$ cat src/rtl/core/fprt_pkg.sv
package fprt_pkg;

	localparam int unsigned FIELD_W  = 16;
	localparam int unsigned STATUS_W = 3;
	localparam int unsigned OFFSET_W = 18;
	localparam int unsigned COUNT_W  = 9;

	localparam logic [FIELD_W-1:0] MAGIC_RESET = 16'hAA55;
	localparam logic [FIELD_W-1:0] NO_FRAME    = 16'hFFFF;

	typedef enum logic [STATUS_W-1:0] {
		ST_BAD_MAGIC = 3'd0,
		ST_BAD_INDEX = 3'd1,
		ST_OVERFLOW  = 3'd2,
		ST_NEW       = 3'd3,
		ST_DUP       = 3'd4
	} status_t;

	typedef struct packed {
		logic [FIELD_W-1:0] magic;
		logic [FIELD_W-1:0] frame_number;
		logic [FIELD_W-1:0] packet_index;
		logic [FIELD_W-1:0] packet_count;
		logic [FIELD_W-1:0] payload_bytes;
	} hdr_t;

	typedef struct packed {
		logic [STATUS_W-1:0] status;
		logic [OFFSET_W-1:0] write_offset;
		logic                frame_done;
		logic [FIELD_W-1:0]  done_frame_number;
	} res_t;

	// state update decided for one header
	typedef struct packed {
		logic               open;
		logic               accept;
		logic               mark;
		logic               done;
		logic [FIELD_W-1:0] frame;
		logic [FIELD_W-1:0] total;
		logic [COUNT_W-1:0] count_next;
	} upd_t;

	typedef struct packed {
		logic [FIELD_W-1:0] active;
		logic [FIELD_W-1:0] total;
		logic [COUNT_W-1:0] count;
	} trk_t;

endpackage

$ cat src/rtl/core/fprt_hdr_if.sv
interface fprt_hdr_if;
	logic        valid;
	logic        ready;
	logic [15:0] magic;
	logic [15:0] frame_number;
	logic [15:0] packet_index;
	logic [15:0] packet_count;
	logic [15:0] payload_bytes;

	modport source (
		output valid, magic, frame_number, packet_index, packet_count, payload_bytes,
		input  ready
	);
	modport sink (
		input  valid, magic, frame_number, packet_index, packet_count, payload_bytes,
		output ready
	);
endinterface

$ cat src/rtl/core/fprt_res_if.sv
interface fprt_res_if;
	logic        valid;
	logic        ready;
	logic [2:0]  status;
	logic [17:0] write_offset;
	logic        frame_done;
	logic [15:0] done_frame_number;

	modport source (
		output valid, status, write_offset, frame_done, done_frame_number,
		input  ready
	);
	modport sink (
		input  valid, status, write_offset, frame_done, done_frame_number,
		output ready
	);
endinterface

$ cat src/rtl/core/fprt_eval.sv
module fprt_eval #(
	parameter int unsigned SLOT_BYTES  = 1024,
	parameter int unsigned FRAME_BYTES = 153600,
	parameter int unsigned MAX_SLOTS   = 256
) (
	input  fprt_pkg::hdr_t                         hdr,
	input  logic [fprt_pkg::FIELD_W-1:0]           magic_value,
	input  fprt_pkg::trk_t                         trk,
	input  logic [MAX_SLOTS-1:0]                   map,
	output logic [$clog2(MAX_SLOTS)-1:0]           slot,
	output fprt_pkg::res_t                         res,
	output fprt_pkg::upd_t                         upd
);
	localparam int unsigned SLOT_W  = $clog2(MAX_SLOTS);
	localparam int unsigned SPAN_W  = $clog2(MAX_SLOTS * SLOT_BYTES + 65536) + 1;
	localparam int unsigned FRAME_W = $clog2(FRAME_BYTES + 1);
	localparam int unsigned SUM_W   = (SPAN_W > FRAME_W) ? SPAN_W : FRAME_W;

	logic                             magic_ok;
	logic                             slot_ok;
	logic                             is_new;
	logic                             seen;
	logic                             overflow;
	logic                             done;
	logic [SUM_W-1:0]                 offset;
	logic [SUM_W-1:0]                 span_end;
	logic [fprt_pkg::FIELD_W-1:0]     total_eff;
	logic [fprt_pkg::COUNT_W-1:0]     count_eff;
	logic [fprt_pkg::COUNT_W-1:0]     count_next;

	assign slot     = hdr.packet_index[SLOT_W-1:0];
	assign magic_ok = (hdr.magic == magic_value);
	assign slot_ok  = (hdr.packet_index < fprt_pkg::FIELD_W'(MAX_SLOTS));
	assign is_new   = (hdr.frame_number != trk.active);

	// a new frame id sees a cleared count and bitmap
	assign total_eff = is_new ? hdr.packet_count : trk.total;
	assign count_eff = is_new ? '0 : trk.count;
	assign seen      = is_new ? 1'b0 : map[slot];

	assign offset   = SUM_W'(slot) * SUM_W'(SLOT_BYTES);
	assign span_end = offset + SUM_W'(hdr.payload_bytes);
	assign overflow = (span_end > SUM_W'(FRAME_BYTES));

	assign count_next = seen ? count_eff : count_eff + fprt_pkg::COUNT_W'(1);
	assign done       = (fprt_pkg::FIELD_W'(count_next) == total_eff);

	always_comb begin
		res = '0;
		upd = '0;
		upd.frame      = hdr.frame_number;
		upd.total      = hdr.packet_count;
		upd.count_next = count_next;
		if (!magic_ok) begin
			res.status = fprt_pkg::ST_BAD_MAGIC;
		end else if (!slot_ok) begin
			res.status = fprt_pkg::ST_BAD_INDEX;
		end else begin
			upd.open = is_new;
			if (overflow) begin
				res.status = fprt_pkg::ST_OVERFLOW;
			end else begin
				upd.accept       = 1'b1;
				upd.mark         = !seen;
				upd.done         = done;
				res.status       = seen ? fprt_pkg::ST_DUP : fprt_pkg::ST_NEW;
				res.write_offset = offset[fprt_pkg::OFFSET_W-1:0];
				res.frame_done   = done;
				if (done) begin
					res.done_frame_number = hdr.frame_number;
				end
			end
		end
	end

endmodule

$ cat src/rtl/core/fprt_state.sv
module fprt_state #(
	parameter int unsigned MAX_SLOTS = 256
) (
	input  logic                          clk,
	input  logic                          arst_n,
	input  logic                          en,
	input  fprt_pkg::upd_t                upd,
	input  logic [$clog2(MAX_SLOTS)-1:0]  slot,
	output fprt_pkg::trk_t                trk,
	output logic [MAX_SLOTS-1:0]          map
);
	logic [fprt_pkg::FIELD_W-1:0] active_q;
	logic [fprt_pkg::FIELD_W-1:0] total_q;
	logic [fprt_pkg::COUNT_W-1:0] count_q;
	logic [MAX_SLOTS-1:0]         map_q;
	logic [fprt_pkg::COUNT_W-1:0] count_d;
	logic [MAX_SLOTS-1:0]         map_d;

	always_comb begin
		map_d = upd.open ? '0 : map_q;
		// set after the clear so a new frame keeps its first slot
		if (upd.mark) begin
			map_d[slot] = 1'b1;
		end
		if (upd.accept) begin
			count_d = upd.count_next;
		end else if (upd.open) begin
			count_d = '0;
		end else begin
			count_d = count_q;
		end
	end

	always_ff @(posedge clk or negedge arst_n) begin
		if (!arst_n) begin
			active_q <= fprt_pkg::NO_FRAME;
			total_q  <= '0;
			count_q  <= '0;
			map_q    <= '0;
		end else if (en) begin
			if (upd.open) begin
				total_q <= upd.total;
			end
			count_q <= count_d;
			map_q   <= map_d;
			if (upd.done) begin
				active_q <= fprt_pkg::NO_FRAME;
			end else if (upd.open) begin
				active_q <= upd.frame;
			end
		end
	end

	assign trk.active = active_q;
	assign trk.total  = total_q;
	assign trk.count  = count_q;
	assign map        = map_q;

endmodule

$ cat src/rtl/core/frame_packet_reassembly_tracker_unit.sv
// Packet reassembly tracker: takes one packet header per cycle and returns one
// result item per header. A header is registered in hdr_s1, its result in res_q.
// The header is checked against the magic word, slot range and frame buffer end,
// and the frame's received bitmap is read and updated in the same cycle, so the
// next header sees the updated bitmap with no gap. Sustained rate is one item per
// clock while the result side takes items; while one result waits, the input
// still takes one more header before it stalls. A new frame id clears the bitmap
// in the same update that marks its first slot.
// The magic word is written through cfg_wr_en/cfg_wr_data; the user must write it
// only while the block is idle, which the block itself does not enforce.
module frame_packet_reassembly_tracker_unit #(
	parameter int unsigned SLOT_BYTES  = 1024,
	parameter int unsigned FRAME_BYTES = 153600,
	parameter int unsigned MAX_SLOTS   = 256
) (
	input  logic                         clk,
	input  logic                         arst_n,
	input  logic                         cfg_wr_en,
	input  logic [fprt_pkg::FIELD_W-1:0] cfg_wr_data,
	fprt_hdr_if.sink                     hdr,
	fprt_res_if.source                   res
);
	localparam int unsigned SLOT_W = $clog2(MAX_SLOTS);

	logic [fprt_pkg::FIELD_W-1:0] magic_q;
	logic                         valid_s1;
	fprt_pkg::hdr_t               hdr_s1;
	logic                         res_valid_q;
	fprt_pkg::res_t               res_q;
	logic                         adv;
	logic [SLOT_W-1:0]            slot;
	fprt_pkg::res_t               res_d;
	fprt_pkg::upd_t               upd;
	fprt_pkg::trk_t               trk;
	logic [MAX_SLOTS-1:0]         map;

	assign adv       = valid_s1 && (!res_valid_q || res.ready);
	assign hdr.ready = !valid_s1 || adv;

	always_ff @(posedge clk or negedge arst_n) begin
		if (!arst_n) begin
			magic_q <= fprt_pkg::MAGIC_RESET;
		end else if (cfg_wr_en) begin
			magic_q <= cfg_wr_data;
		end
	end

	always_ff @(posedge clk or negedge arst_n) begin
		if (!arst_n) begin
			valid_s1 <= 1'b0;
		end else if (hdr.ready) begin
			valid_s1 <= hdr.valid;
		end
	end

	always_ff @(posedge clk) begin
		if (hdr.ready && hdr.valid) begin
			hdr_s1.magic         <= hdr.magic;
			hdr_s1.frame_number  <= hdr.frame_number;
			hdr_s1.packet_index  <= hdr.packet_index;
			hdr_s1.packet_count  <= hdr.packet_count;
			hdr_s1.payload_bytes <= hdr.payload_bytes;
		end
	end

	fprt_eval #(
		.SLOT_BYTES  (SLOT_BYTES),
		.FRAME_BYTES (FRAME_BYTES),
		.MAX_SLOTS   (MAX_SLOTS)
	) u_eval (
		.hdr         (hdr_s1),
		.magic_value (magic_q),
		.trk         (trk),
		.map         (map),
		.slot        (slot),
		.res         (res_d),
		.upd         (upd)
	);

	fprt_state #(
		.MAX_SLOTS (MAX_SLOTS)
	) u_state (
		.clk    (clk),
		.arst_n (arst_n),
		.en     (adv),
		.upd    (upd),
		.slot   (slot),
		.trk    (trk),
		.map    (map)
	);

	always_ff @(posedge clk or negedge arst_n) begin
		if (!arst_n) begin
			res_valid_q <= 1'b0;
		end else if (!res_valid_q || res.ready) begin
			res_valid_q <= valid_s1;
		end
	end

	always_ff @(posedge clk) begin
		if (adv) begin
			res_q <= res_d;
		end
	end

	assign res.valid             = res_valid_q;
	assign res.status            = res_q.status;
	assign res.write_offset      = res_q.write_offset;
	assign res.frame_done        = res_q.frame_done;
	assign res.done_frame_number = res_q.done_frame_number;

	// a completed frame always leaves the tracker idle
	a_done_idles: assert property (@(posedge clk) disable iff (!arst_n)
		adv && upd.done |=> trk.active == fprt_pkg::NO_FRAME)
		else $error("active frame not released after completion");

	a_done_accepted: assert property (@(posedge clk) disable iff (!arst_n)
		res.valid && res.frame_done |->
			res.status == fprt_pkg::ST_NEW || res.status == fprt_pkg::ST_DUP)
		else $error("frame done on a dropped header");

	a_count_range: assert property (@(posedge clk) disable iff (!arst_n)
		trk.count <= fprt_pkg::COUNT_W'(MAX_SLOTS))
		else $error("slot count beyond slot range");

	a_mark_sets: assert property (@(posedge clk) disable iff (!arst_n)
		adv && upd.mark |=> map[$past(slot)])
		else $error("bitmap bit not set for new slot");

endmodule
$ cat src/flat_wrapper.sv
// flat-port wrapper written by rule: the top's interface ports become plain ports
module frame_packet_reassembly_tracker_unit_flat 
#(
	parameter int unsigned SLOT_BYTES  = 1024,
	parameter int unsigned FRAME_BYTES = 153600,
	parameter int unsigned MAX_SLOTS   = 256
)
  (clk, arst_n, cfg_wr_en, cfg_wr_data, hdr_valid, hdr_magic, hdr_frame_number, hdr_packet_index, hdr_packet_count, hdr_payload_bytes, hdr_ready, res_valid, res_status, res_write_offset, res_frame_done, res_done_frame_number, res_ready);
  fprt_hdr_if hdr_i ();
  fprt_res_if res_i ();
  input  logic clk;
  input  logic arst_n;
  input  logic cfg_wr_en;
  input  logic [fprt_pkg::FIELD_W-1:0] cfg_wr_data;
  input wire logic [$bits(hdr_i.valid)-1:0] hdr_valid;
  input wire logic [$bits(hdr_i.magic)-1:0] hdr_magic;
  input wire logic [$bits(hdr_i.frame_number)-1:0] hdr_frame_number;
  input wire logic [$bits(hdr_i.packet_index)-1:0] hdr_packet_index;
  input wire logic [$bits(hdr_i.packet_count)-1:0] hdr_packet_count;
  input wire logic [$bits(hdr_i.payload_bytes)-1:0] hdr_payload_bytes;
  output wire logic [$bits(hdr_i.ready)-1:0] hdr_ready;
  output wire logic [$bits(res_i.valid)-1:0] res_valid;
  output wire logic [$bits(res_i.status)-1:0] res_status;
  output wire logic [$bits(res_i.write_offset)-1:0] res_write_offset;
  output wire logic [$bits(res_i.frame_done)-1:0] res_frame_done;
  output wire logic [$bits(res_i.done_frame_number)-1:0] res_done_frame_number;
  input wire logic [$bits(res_i.ready)-1:0] res_ready;
  assign hdr_i.valid = hdr_valid;
  assign hdr_i.magic = hdr_magic;
  assign hdr_i.frame_number = hdr_frame_number;
  assign hdr_i.packet_index = hdr_packet_index;
  assign hdr_i.packet_count = hdr_packet_count;
  assign hdr_i.payload_bytes = hdr_payload_bytes;
  assign hdr_ready = hdr_i.ready;
  assign res_valid = res_i.valid;
  assign res_status = res_i.status;
  assign res_write_offset = res_i.write_offset;
  assign res_frame_done = res_i.frame_done;
  assign res_done_frame_number = res_i.done_frame_number;
  assign res_i.ready = res_ready;
  frame_packet_reassembly_tracker_unit #(.SLOT_BYTES(SLOT_BYTES), .FRAME_BYTES(FRAME_BYTES), .MAX_SLOTS(MAX_SLOTS)) u_core (.clk(clk), .arst_n(arst_n), .cfg_wr_en(cfg_wr_en), .cfg_wr_data(cfg_wr_data), .hdr(hdr_i), .res(res_i));
endmodule
$ cat config.mk
export PLATFORM = sky130hd
export DESIGN_NAME = frame_packet_reassembly_tracker_unit_flat
export DESIGN_NICKNAME = d
export VERILOG_FILES = /design/src/rtl/core/fprt_pkg.sv /design/src/rtl/core/fprt_hdr_if.sv /design/src/rtl/core/fprt_res_if.sv /design/src/rtl/core/fprt_eval.sv /design/src/rtl/core/fprt_state.sv /design/src/rtl/core/frame_packet_reassembly_tracker_unit.sv /design/src/flat_wrapper.sv
export SDC_FILE = /design/constraint.sdc
export NUM_CORES = 1
export LEC_CHECK = 0
export BUFFER_PORTS_ARGS = -buffer_cell sky130_fd_sc_hd__buf_2
export CAP_MARGIN = 15
export CORE_MARGIN = 2
export CORE_UTILIZATION = 40
export CTS_BUF_LIST = sky130_fd_sc_hd__clkbuf_16
export CTS_CLUSTER_SIZE = 28
export DETAILED_ROUTE_END_ITERATION = 7
export PLACE_DENSITY_LB_ADDON = 0.3
export SLEW_MARGIN = 20
export SYNTH_ARGS = -nofsm -noshare
export SYNTH_HDL_FRONTEND = slang
export SYNTH_SLANG_ARGS = --single-unit
$ cat constraint.sdc
create_clock -name clk -period 4.13 [get_ports clk]
set_input_delay 0.826 -clock clk [delete_from_list [all_inputs] [get_ports clk]]
set_output_delay 0.826 -clock clk [all_outputs]
set_load 0.01 [all_outputs]
==> results.sh, run 1 <==
export IMPL_power_frac_clock=0.434
export IMPL_ctsHoldBuffers=0
export IMPL_synth_xor_area_frac=0.0229
export IMPL_clkLatencyLatePin_ps=570
export IMPL_powerDensity_mw_per_mm2=399
export IMPL_drcViolationCount=0
export IMPL_cap_violations=0
export IMPL_clockBufferDepth=3
export IMPL_grt_pass1_vias=13728
export IMPL_syn_area_mm2=0.0187
export IMPL_worstMarginPinSlew_ps=1080
export IMPL_nFillCells=4153
export IMPL_path_clk_slew_ps=60
export IMPL_synth_compound_area_frac=0.121
export IMPL_hold_viol_final=0
export IMPL_start_util=0.404
export IMPL_final_nets=2033
export IMPL_avgSynthCellArea_um2=11.0
export IMPL_fin_crit_ps=4110
export IMPL_ys_ff_latch=423
export IMPL_outcome="finished, final reports clean"
export IMPL_stdcell_count=2570
export IMPL_area_growth_syn_to_layout_pct=21.3
export IMPL_io_buffers=130
export IMPL_vias=13839
export IMPL_async_flop_share=0.745
export IMPL_fmax_mhz=243
export IMPL_die_w_um=220
export IMPL_crit_path_end_kind="flop"
export IMPL_grt_pass1_wl_um=76000
export IMPL_ys_seq_area_frac=0.596
export IMPL_dp_cells=2460
export IMPL_fp_dieH_um=220
export IMPL_grt_overflow_total=0
export IMPL_antenna_found_initial=0
export IMPL_synth_ff_type="dfrtp_1"
export IMPL_cts_inserted_buffers=46
export IMPL_core_mm2=0.0464
export IMPL_cts_tree="done"
export IMPL_synthAdderAreaFrac=0.00575
export IMPL_critPathKind="flop to flop"
export IMPL_hold_ws_ps=235
export IMPL_fin_crit_sh=0.995
export IMPL_power_frac_seq=0.492
export IMPL_worstPathArrival_ps=4620
export IMPL_critPathLaunchType="flop"
export IMPL_die_area_mm2=0.0485
export IMPL_p_switching_mw=2.09
export IMPL_rows=79
export IMPL_skew_ps=19.2
export IMPL_maxSlewHeadroom=0.279
export IMPL_stdcell_area_mm2=0.0227
export IMPL_setup_viol=0
export IMPL_required_ps=4640
export IMPL_h_tree_depth=2
export IMPL_rsz0062_at_grt="yes"
export IMPL_worstPathMaxFanout=8
export IMPL_viasPerCell=5.38
export IMPL_synth_edf_count=108
export IMPL_place_congestion=0.899
export IMPL_internal_power_mw=6.96
export IMPL_wl_per_cell_um=18.9
export IMPL_synth_simple_area_share=0.135
export IMPL_ant_nets=0
export IMPL_syn_instance_count=1709
export IMPL_first_iter_violations=1013
export IMPL_drive_above_1_share=0.226
export IMPL_muxShareOfSynthArea=0.0862
export IMPL_slew_viol_final=0
export IMPL_grt_max_degree=102
export IMPL_synth_top_family_by_area="simple AND/OR/NAND/NOR gates"
export IMPL_yosysUniqueCellTypes=69
export IMPL_switching_share=0.231
export IMPL_p_leak_nw=9.91
export IMPL_hpwl_um=31300
export IMPL_drt_pre_antenna_iters=5
export IMPL_clockRootBuffer="clkbuf_16"
export IMPL_pin_count=141
export IMPL_grt_use_total=0.200
export IMPL_vdd_ir_drop_max_mv=0.354
export IMPL_routed_wl_um=48600
export IMPL_placed_area_mm2=0.0208
export IMPL_cts_sinks=423
export IMPL_hold_class="primary input to async pin"
export IMPL_synth_warnings=0
export IMPL_pwr_share_comb=0.074
[path summary, 6_finish.rpt]
check | cells past startpoint | from | slack [ps] | endpoint
setup reg to reg | 17 | u_core.hdr_s1[32] | 20 | u_core.u_state.active_q[12]
hold reg to reg | 2 | u_core.u_state.total_q[14] | 470 | u_core.u_state.total_q[14]
max in group asynchronous | 2 | arst_n | 2890 | u_core.u_state.map[129]
hold / removal | 1 | arst_n | 230 | u_core.u_state.map[80]
min in group clk | 1 | hdr_frame_number[0] | 430 | u_core.hdr_s1[48]
setup / recovery | 17 | u_core.hdr_s1[32] | 20 | u_core.u_state.active_q[12]
[power groups by stage]
stage	sequential [mW]	clock (mW)	combinational, mW
after global placement	4.52	0	0.629
after global routing	4.45	4.19	0.733
after CTS	4.45	4.02	0.641
after detailed placement	4.53	0	0.636
final	4.45	3.93	0.673
after floorplan	4.52	0	0.301
[synth_stat cells (7+ instances only)]
master	instances	area, um^2
nand3_1	25	125
nand2_1	408	1530
nor2b_1	9	56.3
xor2_1	36	315
o32a_1	16	160
nand2b_1	9	56.3
o21ai_0	268	1340
dfrtp_1	291	7280
buf_4	16	120
edfxtp_1	108	3240
nor2_1	35	131
mux2_2	22	248
and3_1	10	62.6
mux4_2	26	586
a21oi_1	22	110
mux2i_1	78	781
clkbuf_1	82	308
nor3_1	21	105
dfstp_2	24	631
ha_1	7	87.6
nor4_1	21	131
buf_2	11	55.1
a22oi_1	31	233
and2_1	21	131
xnor2_1	13	114
inv_1	17	63.8
[flip-flops by register name (all words and copies together), names as in the netlist]
register,count
u_core.u_state.map,256
u_core.res.done_frame_number,16
u_core.u_state.active_q,16
u_core.res.valid,1
u_core.u_state.total_q,16
u_core.res.write_offset,8
u_core.hdr_s1,80
u_core.valid_s1,1
u_core.u_state.count_q,9
u_core.res.frame_done,1
u_core.magic_q,16
u_core.res.status,3
[layout by cell type (no fill, tap or decap), drive strengths merged, types with 22 or more instances in the layout]
cell	n
mux2i	78
nand3	25
nand2	409
mux4	26
xor2	36
a21oi	22
o21ai	269
mux2	22
buf	272
edfxtp	108
nor2	35
nor3	23
dfstp	24
clkbuf	50
a22oi	31
nor4	23
inv	32
dfrtp	291
[final cells by class]
cell class	instances	area [um^2]	area share
Timing Repair Buffer	274	2090	0.0922
Tap cell	607	759	0.0335
Antenna cell	2	5.00	0.000220
Multi-Input combinational cell	1161	7180	0.316
Clock buffer	48	1200	0.0529
Inverter	18	67.6	0.00298
Sequential cell	423	11200	0.491
Clock inverter	37	239	0.0105
[through the flow]
step | TNS (ps) | utilization | worst slack [ps] | power [mW]
2_1_floorplan | 0 | - | 83.0 | 4.82
3_3_place_gp | -4470 | 0.450 | -166 | 5.15
3_5_place_dp | -8990 | 0.450 | -292 | 5.16
4_1_cts | 0 | 0.482 | 31.3 | 9.11
5_1_grt | -3620 | 0.490 | -119 | 9.38
6_report | 0 | 0.490 | 21.1 | 9.05
[critical path: stages, from the launching register on]
cell,delay (ps)
edfxtp_1,430
buf_12,170
buf_8,130
buf_6,110
mux4_2,410
mux2_4,300
o22ai_4,220
nor3_4,80
buf_4,140
a22o_1,280
nor4_4,240
o2111ai_2,220
xnor2_1,310
a41oi_4,190
o41ai_4,340
buf_4,190
clkbuf_16,160
o32a_1,130
[cells by family after synthesis]
| group | Yosys count |
|---|---|
| simple gates | 583 |
| flops | 423 |
| compound gates | 384 |
| buf+inv | 135 |
| mux | 126 |
| xor+xnor | 49 |
| fa+ha+maj | 8 |
| other cells | 1 |
[layer usage]
layer | track usage | share of wire | up-vias
met3 | 0.0307 | 0.049 | 76
met2 | 0.322 | 0.49 | 339
met4 | 0.0626 | 0.022 | 0
met5 | 0 | 0 | -
met1 | 0.279 | 0.44 | 6990
li1 | - | - | 6434
[what timing repair did]
action                                  in CTS  in global routing
setup buffers                                3                 17
pin swaps                                    2                 30
gates cloned                                 1                  2
resized for setup                            2                 32
endpoints found under the setup margin     114                280
endpoints found under the hold margin        0                  0
(Power assumes the default switching activity.)
==> run 2: changes to the inputs <==
--- a/config.mk
+++ b/config.mk
@@ -5,6 +5,7 @@
 export SDC_FILE = /design/constraint.sdc
 export NUM_CORES = 1
 export LEC_CHECK = 0
+export ABC_AREA = 1
 export BUFFER_PORTS_ARGS = -buffer_cell sky130_fd_sc_hd__buf_2
 export CAP_MARGIN = 15
 export CORE_MARGIN = 2
==> results.sh, run 2 <==
export IMPL_final_common_cell="nand2_1"
export IMPL_synth_ff_type="dfrtp_1"
export IMPL_drive_above_1_share=0.129
export IMPL_drcViolationCount=0
export IMPL_largest_register_ffs=256
export IMPL_routed_wl_um=58100
export IMPL_syn_area_mm2=0.0203
export IMPL_ys_ff_latch=423
export IMPL_fmax_mhz=258
export IMPL_cpMaxStageDelayCell="edfxtp_1"
export IMPL_io_buffers=130
export IMPL_clkLatencyLatePin_ps=580
export IMPL_p_leak_nw=10.8
export IMPL_cts_inserted_buffers=46
export IMPL_final_nets=2481
export IMPL_syn_instance_count=2287
export IMPL_clockRootBuffer="clkbuf_16"
export IMPL_vias=16565
export IMPL_fin_crit_ps=3870
export IMPL_vdd_ir_drop_max_mv=0.284
export IMPL_dp_cells=2993
export IMPL_outcome="finished, final reports clean"
export IMPL_finalPower_mw=9.08
export IMPL_cap_violations=0
export IMPL_slew_viol_final=0
export IMPL_die_area_mm2=0.0525
export IMPL_finish_utilization=0.461
export IMPL_cts_sinks=423
export IMPL_synth_warnings=0
export IMPL_drt_pre_antenna_iters=5
export IMPL_clockBufferDepth=3
export IMPL_skew_ps=29.1
export IMPL_maxSlewHeadroom=0.272
export IMPL_mostFrequentLayoutCells="nand2_1 (811), dfrtp_1 (291), inv_1 (205)"
export IMPL_worstPathArrival_ps=4380
export IMPL_hold_viol_final=0
export IMPL_critPathKind="flop to flop"
export IMPL_ant_nets=0
export IMPL_required_ps=4640
export IMPL_yosys_area_top_type_share=0.359
export IMPL_synth_area_leader_cell="dfrtp_1"
export IMPL_grt_max_degree=119
export IMPL_reg2reg_from="u_core.hdr_s1[32]"
export IMPL_stdcell_area_mm2=0.0231
export IMPL_num_antenna_cells=0
export IMPL_grt_use_total=0.222
export IMPL_powerDensity_mw_per_mm2=393
export IMPL_core_mm2=0.0501
export IMPL_ys_seq_area_frac=0.551
export IMPL_crit_path_end_kind="flop"
export IMPL_yosysUniqueCellTypes=43
export IMPL_grt_pass1_vias=16703
export IMPL_fp_dieH_um=229
export IMPL_hpwl_um=35400
export IMPL_area_growth_syn_to_layout_pct=14.0
export IMPL_worstPathMaxFanout=51
export IMPL_nFillCells=4879
export IMPL_fin_setup_tns_ps=0
export IMPL_antenna_found_initial=0
export IMPL_r2r_cells=24
export IMPL_synth_edf_count=108
export IMPL_crit_top_cell="nand2_1"
export IMPL_async_flop_share=0.745
export IMPL_grt_pass1_wl_um=93100
export IMPL_post_synth_top_count_cell="nand2_1"
export IMPL_setup_viol=0
export IMPL_grt_overflow_total=0
export IMPL_stdcell_count=3080
export IMPL_viasPerCell=5.38
export IMPL_rr_endpoint="u_core.u_state.active_q[2]"
export IMPL_critPathLaunchType="flop"
export IMPL_synth_area_leaders="dfrtp_1 (36%), edfxtp_1 (16%), nand2_1 (15%)"
export IMPL_placed_area_mm2=0.0217
export IMPL_cts_tree="done"
export IMPL_cp_slowest_stage_delay_ps=480
export IMPL_path_clk_slew_ps=60
export IMPL_start_util=0.405
export IMPL_die_w_um=229
export IMPL_path_cells="buf_4 -> buf_12 -> o21ai_0 -> nand2_1 -> nand2_1 -> nand2_1 -> nand2_1 -> o21ai_0 -> nand2_1 -> nor2_1 -> nor2_1 -> nor2_1 -> nand2_2 -> nand2_4 -> nand2_1 -> o21ai_1 -> nand2_1 -> nand2_1 -> nand2_1 -> nor2_1 -> nand3_4 -> buf_12 -> nand3_1 -> nand2_1"
export IMPL_h_tree_depth=2
export IMPL_place_congestion=0.885
export IMPL_worstMarginPinSlew_ps=1090
export IMPL_avgSynthCellArea_um2=8.86
export IMPL_synthTopCellsByCount="nand2_1 (812), dfrtp_1 (291), inv_1 (195)"
export IMPL_r2r_slack_ps=260
export IMPL_pin_count=141
export IMPL_first_iter_violations=1571
export IMPL_fin_crit_sh=0.937
export IMPL_wl_per_cell_um=18.9
export IMPL_hold_class="primary input to async pin"
export IMPL_rows=82
-- run 2: cell types whose count changed after synthesis, moves of 40 or more --
cell,change
o21ai_0,-154
inv_1,+178
mux2i_1,-78
o31ai_1,+150
nor2_1,+45
o21ai_1,+40
nand2_1,+404
o32ai_1,+98
-- run 2: layout make-up --
cell class,instances,area [um^2],area share
Clock buffer,47,1180,0.0509
Clock inverter,37,169,0.00732
Inverter,199,749,0.0325
Multi-Input combinational cell,1509,7640,0.331
Sequential cell,423,11200,0.483
Tap cell,672,841,0.0364
Timing Repair Buffer,193,1360,0.0588
-- run 2: per-layer routing --
metal  part of all wire  vias up  track usage
met1               0.43     8047        0.300
li1                   -     7818            -
met2               0.47      588        0.362
met4              0.033        0       0.0842
met5                  0        -            0
met3              0.060      112       0.0330
-- run 2: cells by family after synthesis --
logic type | after synthesis | share of synthesized area
simple gates | 1010 | 0.198
other cells | 1 | 0.000185
xor+xnor | 35 | 0.0165
flops | 423 | 0.551
compound gates | 432 | 0.146
fa+ha+maj | 8 | 0.00531
buf+inv | 364 | 0.0759
mux | 14 | 0.00778
-- run 2: critical path, delay by kind of cell (launching register included) --
family	cells	cell delay (ps)
AO/OA/AOI/OAI	3	600
buffers and inverters	3	670
flip-flops	1	480
AND/OR/NAND/NOR	18	1990
-- run 2: metrics by stage --
step           setup WS, ps  hold WS (ps)
6_report                260           233
5_1_grt               -3.01           266
4_1_cts                 211           237
3_5_place_dp            253           466
3_3_place_gp            351           463
2_1_floorplan           912           444
-- run 2: repair_timing --
action,CTS,global route
gates resized for setup,0,4
setup buffers,0,3
endpoints found under the setup margin,0,22
hold buffers,0,0
-- run 2: worst max path at each step --
stage                                     startpoint                          endpoint  slack, ps  depth (start not counted)
after detailed placement           u_core.hdr_s1[32]        u_core.u_state.active_q[0]        250                         23
after floorplan           u_core.u_state.active_q[5]  u_core.res.done_frame_number[12]        910                         20
after CTS                          u_core.hdr_s1[32]       u_core.u_state.active_q[10]        210                         22
final                              u_core.hdr_s1[32]        u_core.u_state.active_q[2]        260                         24
after global routing               u_core.hdr_s1[32]        u_core.u_state.active_q[1]         -3                         24
after global placement             u_core.hdr_s1[33]   u_core.res.done_frame_number[1]        350                         20
-- run 2: report_power, final --
group / internal [mW] / switching [mW] / leakage, nW
Sequential: 4.43 / 0.0510 / 4.79
Clock: 2.06 / 1.71 / 0.698
Combinational: 0.243 / 0.593 / 5.33
